[src/rtl/agc_pkg.sv]
`default_nettype none
// ---------------------------------------------------------------------------
// agc_pkg: shared types and constants for the anagram group classifier
// Holds the sequencer state encoding, the input operation codes and the
// result status codes.
// ---------------------------------------------------------------------------
package agc_pkg;

  localparam logic FUNC_BYTE  = 1'b0;
  localparam logic FUNC_CLEAR = 1'b1;

  localparam logic [1:0] ST_OK   = 2'd0;
  localparam logic [1:0] ST_FULL = 2'd1;
  localparam logic [1:0] ST_LONG = 2'd2;

  localparam int unsigned KEY_BYTE_W = 8;
  localparam int unsigned COUNT_W    = 16;
  localparam int unsigned GID_W      = 6;

  typedef enum logic [2:0] {
    S_IDLE,
    S_INSERT,
    S_SEARCH,
    S_CHECK,
    S_UPDATE,
    S_OUT
  } agc_state_t;

endpackage
`default_nettype wire

[src/rtl/agc_key_sorter.sv]
`default_nettype none
// ---------------------------------------------------------------------------
// agc_key_sorter: insertion register for the canonical word key
// Holds the bytes of the current word in ascending order. A new byte is
// placed by one shift step per cycle, with one shared compare unit.
// ---------------------------------------------------------------------------
module agc_key_sorter
  import agc_pkg::*;
#(
  parameter int unsigned MAX_WORD_LEN = 8,
  parameter int unsigned LEN_W        = 4
) (
  input  wire logic                                  clk,
  input  wire logic                                  rst_n,
  input  wire logic                                  clear,
  input  wire logic                                  start,
  input  wire logic [KEY_BYTE_W-1:0]                 byte_in,
  output logic                                       busy,
  output logic [LEN_W-1:0]                           key_len,
  output logic                                       too_long,
  output logic [MAX_WORD_LEN-1:0][KEY_BYTE_W-1:0]    key
);

  localparam int unsigned POS_W = (MAX_WORD_LEN > 1) ? $clog2(MAX_WORD_LEN) : 1;

  logic [MAX_WORD_LEN-1:0][KEY_BYTE_W-1:0] key_r, key_nxt;
  logic [LEN_W-1:0]                        len_r, len_nxt;
  logic                                    long_r, long_nxt;
  logic                                    busy_r, busy_nxt;
  logic [LEN_W-1:0]                        pos_r, pos_nxt;
  logic [KEY_BYTE_W-1:0]                   b_r, b_nxt;
  logic [KEY_BYTE_W-1:0]                   left_byte;
  logic [POS_W-1:0]                        pos_idx, left_idx;

  assign pos_idx   = pos_r[POS_W-1:0];
  assign left_idx  = pos_idx - POS_W'(1);
  assign left_byte = key_r[left_idx];

  always_comb begin
    key_nxt  = key_r;
    len_nxt  = len_r;
    long_nxt = long_r;
    busy_nxt = busy_r;
    pos_nxt  = pos_r;
    b_nxt    = b_r;
    if (clear) begin
      key_nxt  = '0;
      len_nxt  = '0;
      long_nxt = 1'b0;
      busy_nxt = 1'b0;
    end else if (start) begin
      if (len_r >= LEN_W'(MAX_WORD_LEN)) begin
        long_nxt = 1'b1;
      end else begin
        busy_nxt = 1'b1;
        pos_nxt  = len_r;
        b_nxt    = byte_in;
      end
    end else if (busy_r) begin
      // Shift the larger neighbor right, or drop the byte into its slot.
      if (pos_r != '0 && left_byte > b_r) begin
        key_nxt[pos_idx] = left_byte;
        pos_nxt          = pos_r - LEN_W'(1);
      end else begin
        key_nxt[pos_idx] = b_r;
        len_nxt          = len_r + LEN_W'(1);
        busy_nxt         = 1'b0;
      end
    end
  end

  always_ff @(posedge clk) begin
    if (!rst_n) begin
      key_r  <= '0;
      len_r  <= '0;
      long_r <= 1'b0;
      busy_r <= 1'b0;
    end else begin
      key_r  <= key_nxt;
      len_r  <= len_nxt;
      long_r <= long_nxt;
      busy_r <= busy_nxt;
    end
  end

  always_ff @(posedge clk) begin
    pos_r <= pos_nxt;
    b_r   <= b_nxt;
  end

  assign busy     = busy_r;
  assign key_len  = len_r;
  assign too_long = long_r;
  assign key      = key_r;

endmodule
`default_nettype wire

[config.mk]
export PLATFORM = sky130hd
export DESIGN_NAME = agc_key_sorter
export DESIGN_NICKNAME = d
export VERILOG_FILES = /design/src/rtl/agc_pkg.sv /design/src/rtl/agc_key_sorter.sv
export SDC_FILE = /design/constraint.sdc
export NUM_CORES = 1
export LEC_CHECK = 0
export CAP_MARGIN = 30
export CORE_ASPECT_RATIO = 1.2
export CORE_MARGIN = 3
export CORE_UTILIZATION = 40
export CTS_CLUSTER_DIAMETER = 150
export CTS_CLUSTER_SIZE = 30
export DETAILED_ROUTE_END_ITERATION = 7
export DONT_BUFFER_PORTS = 1
export PLACE_DENSITY = 0.6
export SLEW_MARGIN = 0
export SYNTH_ARGS = -nofsm -noshare
export SYNTH_HDL_FRONTEND = slang
export SYNTH_SLANG_ARGS = --single-unit
[constraint.sdc]
create_clock -name clk -period 5.1 [get_ports clk]
set_clock_uncertainty 0.1 [all_clocks]
set_input_delay 0.51 -clock clk [delete_from_list [all_inputs] [get_ports clk]]
set_output_delay 0.51 -clock clk [all_outputs]
set_load 0.1 [all_outputs]
==> results of run 1 <==
## sequential cells by signal, summed over array words and instances (netlist names)
signal	flops
too_long	1
b_r	8
key	64
key_len	4
pos_r	4
busy	1
## worst max-delay path: cells and delay by family, from the launching register on
family          cells  cell delay, ns
flops               1            0.49
mux                 2            0.86
buf+inv             2            0.36
compound gates      3            0.63
simple gates        2            0.76
fa+ha+maj           2            0.99
## area by class of cell
type	count	area, um2	share of cell area
multi-input combinational	303	2410	0.428
sequential	82	1760	0.313
timing repair buffer	62	932	0.165
clock buffer	11	243	0.0431
tap	129	161	0.0286
clock inverter	5	76.3	0.0135
inverter	14	52.6	0.00932
## placed cells by master, fill, tap and decap left out, drive strengths merged, types with 2 or more instances in the layout
cell / n
a21oi: 9
mux2i: 5
clkbuf: 20
o311ai: 64
nor3: 2
nand4: 69
ha: 11
mux4: 16
o21a: 3
clkinv: 2
xor2: 2
nor2: 12
dfxtp: 70
nor2b: 3
nand2: 18
nand3: 68
inv: 15
nand2b: 4
edfxtp: 12
buf: 53
bufinv: 2
mux2: 9
## per-layer routing
layer | track usage | vias up | share of wire
li1 | - | 1883 | -
met1 | 0.292 | 2020 | 0.37
met2 | 0.399 | 237 | 0.51
met3 | 0.0567 | 42 | 0.083
met4 | 0.123 | 0 | 0.036
met5 | 0 | - | 0
## worst min path at each step
| stage | end | start | slack [ns] | depth (start not counted) |
|---|---|---|---|---|
| after floorplan | b_r[0]$_DFFE_PP_ | byte_in[0] | 0.51 | 0 |
| after global placement | b_r[4]$_DFFE_PP_ | byte_in[4] | 0.51 | 0 |
| after detailed placement | key_len[1]$_SDFFE_PP0P_ | key_len[1]$_SDFFE_PP0P_ | 0.44 | 2 |
| after CTS | b_r[1]$_DFFE_PP_ | byte_in[1] | 0.15 | 0 |
| after global routing | b_r[0]$_DFFE_PP_ | byte_in[0] | 0.15 | 0 |
| final | b_r[1]$_DFFE_PP_ | byte_in[1] | 0.16 | 0 |
## synthesized netlist by cell type
cell | n | area [um2]
nor3_1 | 2 | 10.0
mux2_4 | 8 | 120
and2b_2 | 1 | 8.76
nand4_2 | 1 | 12.5
xor2_2 | 1 | 16.3
nand4b_2 | 1 | 15.0
and2_4 | 1 | 8.76
nor2b_1 | 3 | 18.8
clkbuf_1 | 26 | 97.6
edfxtp_1 | 12 | 360
o32ai_2 | 1 | 16.3
o211ai_1 | 1 | 7.51
a21oi_1 | 9 | 45.0
o311ai_1 | 49 | 429
buf_1 | 5 | 18.8
nand4_1 | 68 | 425
mux2i_1 | 5 | 50.1
mux2_2 | 1 | 11.3
dfxtp_1 | 70 | 1400
xor2_1 | 1 | 8.76
nand2b_1 | 4 | 25.0
mux4_1 | 8 | 210
ha_1 | 11 | 138
o21a_1 | 3 | 22.5
buf_4 | 1 | 7.51
a31oi_2 | 1 | 12.5
nand2_1 | 18 | 67.6
nand3_1 | 68 | 340
nor2_1 | 12 | 45.0
mux4_2 | 8 | 180
o311ai_0 | 15 | 131
inv_1 | 14 | 52.6
a21boi_0 | 1 | 7.51
buf_2 | 5 | 25.0
nand3b_1 | 1 | 7.51
buf_6 | 9 | 101
## cells by family (layout without fill, tap and decap cells)
kind of cell             count (synthesis)  count (layout)
XOR/XNOR                                 2               2
multiplexers                            30              30
buffers and inverters                   60              92
flip-flops                              82              82
AO/OA/AOI/OAI                           80              80
AND/OR/NAND/NOR                        180             180
adder cells (fa/ha/maj)                 11              11
## power breakdown
part | internal (W) | switching [W] | total (W)
clock network | 0.000441 | 0.000268 | 0.000710
logic | 0.0000262 | 0.0000644 | 0.0000906
registers | 0.000663 | 0.00000776 | 0.000671
total | 0.00113 | 0.000341 | 0.00147
## metrics by stage
step / area (um2) / cells / total power (W) / hold slack, ns / utilization
2_1_floorplan: 4460 / 445 / 0.000750 / 0.509 / -
4_1_cts: 5240 / 584 / 0.00147 / 0.153 / 0.491
3_5_place_dp: 4920 / 568 / 0.000773 / 0.443 / 0.462
5_1_grt: 5640 / 606 / 0.00151 / 0.152 / 0.528
3_3_place_gp: 4530 / 547 / 0.000768 / 0.509 / 0.424
6_report: 5640 / 606 / 0.00147 / 0.162 / 0.528
==> flow_summary.toml, run 1 <==
[critical_path]
crit_chain = "inv_1, ha_1, buf_4, mux4_2, mux2_4, ha_1, nand4_1, o32ai_2, a31oi_4, and2_4, o311ai_0"
endpoint = "key[17]$_SDFFE_PP0P_"
cp_common_cell = "ha_1"
critPathLaunchType = "flip-flop"
critical-path-max-stage-delay_ns = 0.67
timing.rr.end = "key[17]$_SDFFE_PP0P_"
r2r-start = "pos_r[1]$_DFFE_PP_"
cp-startpoint = "pos_r[1]$_DFFE_PP_"
endpoint_kind = "flip-flop"
rrSetupSlack_ns = 0.69
slowest_stage = "ha_1"
worstRegToRegCells = 11
crit_type = "reg2reg"
path_max_fanout = 65
critPathArrivalTime_ns = 4.48
crit_required_ns = 5.17

[synthesis]
yosys.area_share.simple = 0.221
synth_compound_area_frac = 0.151
yosys_register_bits = 82
syn-instance-count = 445
syn_avg_cell_area_um2 = 10.0
yosys_warnings = 0
synth_xor_area_frac = 0.00562
yosysUniqueCellTypes = 36
yosysSeqAreaShare = 0.395
synth_area_um2 = 4460
synth.area.mux_share = 0.128
synthesis.nets = 468
synth_fa_ha_area_frac = 0.0309
synth_top_family_by_area = "simple AND/OR/NAND/NOR gates"

[timing]
max-slew-margin-rel = 0.309
finalCritPeriodShare = 0.865
rsz0062_at_grt = "false"
worst_slew_pin_slew_ns = 1.04
report.final.hold_viol_count = 0
min_period_ns = 4.41
finalSetupTns_ns = 0
fin_ws_ns = 0.688
fmax_mhz = 227
finalSetupViolations = 0
drv_slew = 0

[cts]
clock_latency_ns = 0.34
cts_num_sinks = 82
htreeDepth = 3
postCtsSetupRepairBufs = 0
cts-resized-gates = 0
cts_tree = "yes"
clockBufferDepth = 2
clk_root_buffer_cell = "clkbuf_16"
clk_pin_slew_ns = 0.06
cts_hold_buf = 0
numCtsBuffers = 9

[grt]
track_usage = 0.242
grt_pass1_wl_mm = 22.9
gr-total-overflow = 0
grt_pass1_vias = 3930
antenna_found_initial = 0
grt_start_max_net_pins = 66

[layout]
fillCellCount = 924
area_growth_pct = 26.5
antenna_cells = 0
drive_gt1_frac = 0.187
num-nets-final = 495

[place]
dp.final_hpwl_mm = 10.1
port_buffers = 0
dp_slack_ns = 0.801
routabilityCongestion = 0.943

[floorplan]
die_x_um = 102
dieHeight_um = 122
core_area_um2 = 10700
fp-row-count = 41
ios = 82
start_util = 0.418
die_area_um2 = 12400

[drt]
ant_nets = 0
vias = 4182
remaining_drc_errors = 0
drt-wirelength-per-cell_um = 25.3
drt-vias-per-instance = 6.90
dr.pass1.iters = 5
routed_wl_mm = 15.3
drt_iter0_drc = 455

[power_and_ir_drop]
leakage_nw = 1.96
p_per_area_nw_per_um2 = 261
irDropWorstVdd_mv = 0.156

[run_status]
outcome = "finished clean"

[job]
drv_cap = 0

[hold_path]
hold_class = "in2reg"
(Power assumes the default switching activity.)
==> run 2, diff against run 1 <==
==> constraint.sdc (replaced) <==
create_clock -name clk -period 5.1 [get_ports clk]
set_clock_uncertainty 0.1 [all_clocks]
set_input_delay 0.255 -clock clk [delete_from_list [all_inputs] [get_ports clk]]
set_output_delay 0.255 -clock clk [all_outputs]
set_load 0.1 [all_outputs]
==> run 2 against run 1 <==
Compared with the run above:
- die area is the same
- via count rose by 0.91%
- routed wire length barely moved
- sequential share of layout area down 0.49 points
- critical path depth stayed put
- global-route usage barely moved
- sequential power about the same
- clock power about the same
- critical path type unchanged
- count of clock-buffer cells in the layout unchanged
- register-to-register slack lost 0.02 ns
- hold slack worse by 0.15 ns
- final cell count rose by 1.5%
==> flow_summary.toml, run 2 (synthesis gave the netlist of run 1 again) <==
[run_status]
outcome = "finished clean"

[power_and_ir_drop]
irDropWorstVdd_mv = 0.157
leakage_nw = 1.99
total_power_w = 0.00148
p_per_area_nw_per_um2 = 258

[layout]
mostFrequentLayoutCells = "dfxtp_1, nand4_1, nand3_1"
antenna_cells = 0
layout_commonest_cell = "dfxtp_1"
num-nets-final = 504
area_growth_pct = 28.5
largest_reg_flops = 64
drive_gt1_frac = 0.183

[place]
dp.final_hpwl_mm = 10.1
port_buffers = 0
routabilityCongestion = 0.943

[floorplan]
die_x_um = 102
core_area_um2 = 10700
start_util = 0.418
fp-row-count = 41
die_area_um2 = 12400
dieHeight_um = 122
ios = 82

[timing]
drv_slew = 0
min_period_ns = 4.43
rsz0062_at_grt = "false"
max-slew-margin-rel = 0.308
finalCritPeriodShare = 0.869
fmax_mhz = 226
worst_slew_pin_slew_ns = 1.04
finalSetupTns_ns = 0
finalSetupViolations = 0
report.final.hold_viol_count = 0

[drt]
ant_nets = 0
drt-wirelength-per-cell_um = 25.0
drt-vias-per-instance = 6.86
drt_iter0_drc = 486
dr.pass1.iters = 5
routed_wl_mm = 15.4
remaining_drc_errors = 0
vias = 4220

[critical_path]
path_max_fanout = 65
cp_common_cell = "ha_1"
critPathBufInv = 2
endpoint_kind = "flip-flop"
critical-path-max-stage-delay_ns = 0.67
crit_required_ns = 5.18
crit_type = "reg2reg"
cp_top_family = "adder cells"
critPathArrivalTime_ns = 4.51
crit_chain = "inv_1, ha_1, buf_4, mux4_2, mux2_4, ha_1, nand4_1, o32ai_2, a31oi_4, and2_4, o311ai_0"
slowest_stage = "ha_1"
critPathLaunchType = "flip-flop"

[grt]
gr-total-overflow = 0
grt_start_max_net_pins = 66
grt_pass1_wl_mm = 22.9
track_usage = 0.242
grt_pass1_vias = 3969
antenna_found_initial = 0

[cts]
cts_tree = "yes"
clock_latency_ns = 0.35
clk_pin_slew_ns = 0.07
numCtsBuffers = 9
cts_num_sinks = 82
clk_root_buffer_cell = "clkbuf_16"
cts-resized-gates = 0
htreeDepth = 3
clockBufferDepth = 2

[hold_path]
hold_class = "in2reg"

[job]
drv_cap = 0
run 2: cell types whose count changed in the layout (fill, tap and decap cells not counted), sizes merged:
cell         change
dlygate4sd3      +9
run 2: timing repair:
action / in CTS / in global routing
hold buffers: 9 / 0
setup buffers: 0 / 0
hold endpoints to repair: 10 / 0
run 2: worst register-to-register path, stage by stage, from the launching register on:
cell and delay [ns]:
edfxtp_1 0.49, inv_1 0.07, ha_1 0.67, buf_4 0.29, mux4_2 0.51, mux2_4 0.35
ha_1 0.32, nand4_1 0.12, o32ai_2 0.10, a31oi_4 0.27, and2_4 0.64, o311ai_0 0.34
run 2: stage by stage:
step           utilization  hold WS [ns]  worst slack (ns)  cell area, um2  std cells
6_report             0.537        0.0143             0.670            5730        615
5_1_grt              0.537        0.0111             0.517            5730        615
4_1_cts              0.500       0.00631             0.770            5330        593
3_5_place_dp         0.462         0.254             0.801            4920        568
3_3_place_gp         0.424         0.254             0.943            4530        547
2_1_floorplan            -         0.254              1.17            4460        445
run 2: final timing paths:
kind | end | cells past startpoint | slack (ns) | from
worst max-delay path | key[30]$_SDFFE_PP0P_ | 11 | 0.67 | pos_r[1]$_DFFE_PP_
worst min-delay path | pos_r[3]$_DFFE_PP_ | 1 | 0.01 | start
worst max register to register | key[30]$_SDFFE_PP0P_ | 11 | 0.67 | pos_r[1]$_DFFE_PP_
worst min register to register | key_len[1]$_SDFFE_PP0P_ | 2 | 0.45 | key_len[1]$_SDFFE_PP0P_
run 2: power breakdown:
group          internal [W]  switching [W]
Combinational     0.0000308      0.0000658
Sequential         0.000663     0.00000787
Clock              0.000441       0.000267
run 2: layer usage:
| metal | vias up | share of wire | track usage |
|---|---|---|---|
| li1 | 1894 | - | - |
| met1 | 2037 | 0.36 | 0.289 |
| met2 | 243 | 0.51 | 0.400 |
| met3 | 46 | 0.094 | 0.0578 |
| met4 | 0 | 0.038 | 0.123 |
| met5 | - | 0 | 0 |
run 2: area by class of cell:
| cell class | count | area (um2) |
|---|---|---|
| clock inverters | 5 | 76.3 |
| inverters | 14 | 52.6 |
| flip-flops and latches | 82 | 1760 |
| multi-input cells | 303 | 2410 |
| fillers | 916 | 4940 |
| clock buffers | 11 | 243 |
| repair buffers | 71 | 1020 |
| well taps | 129 | 161 |
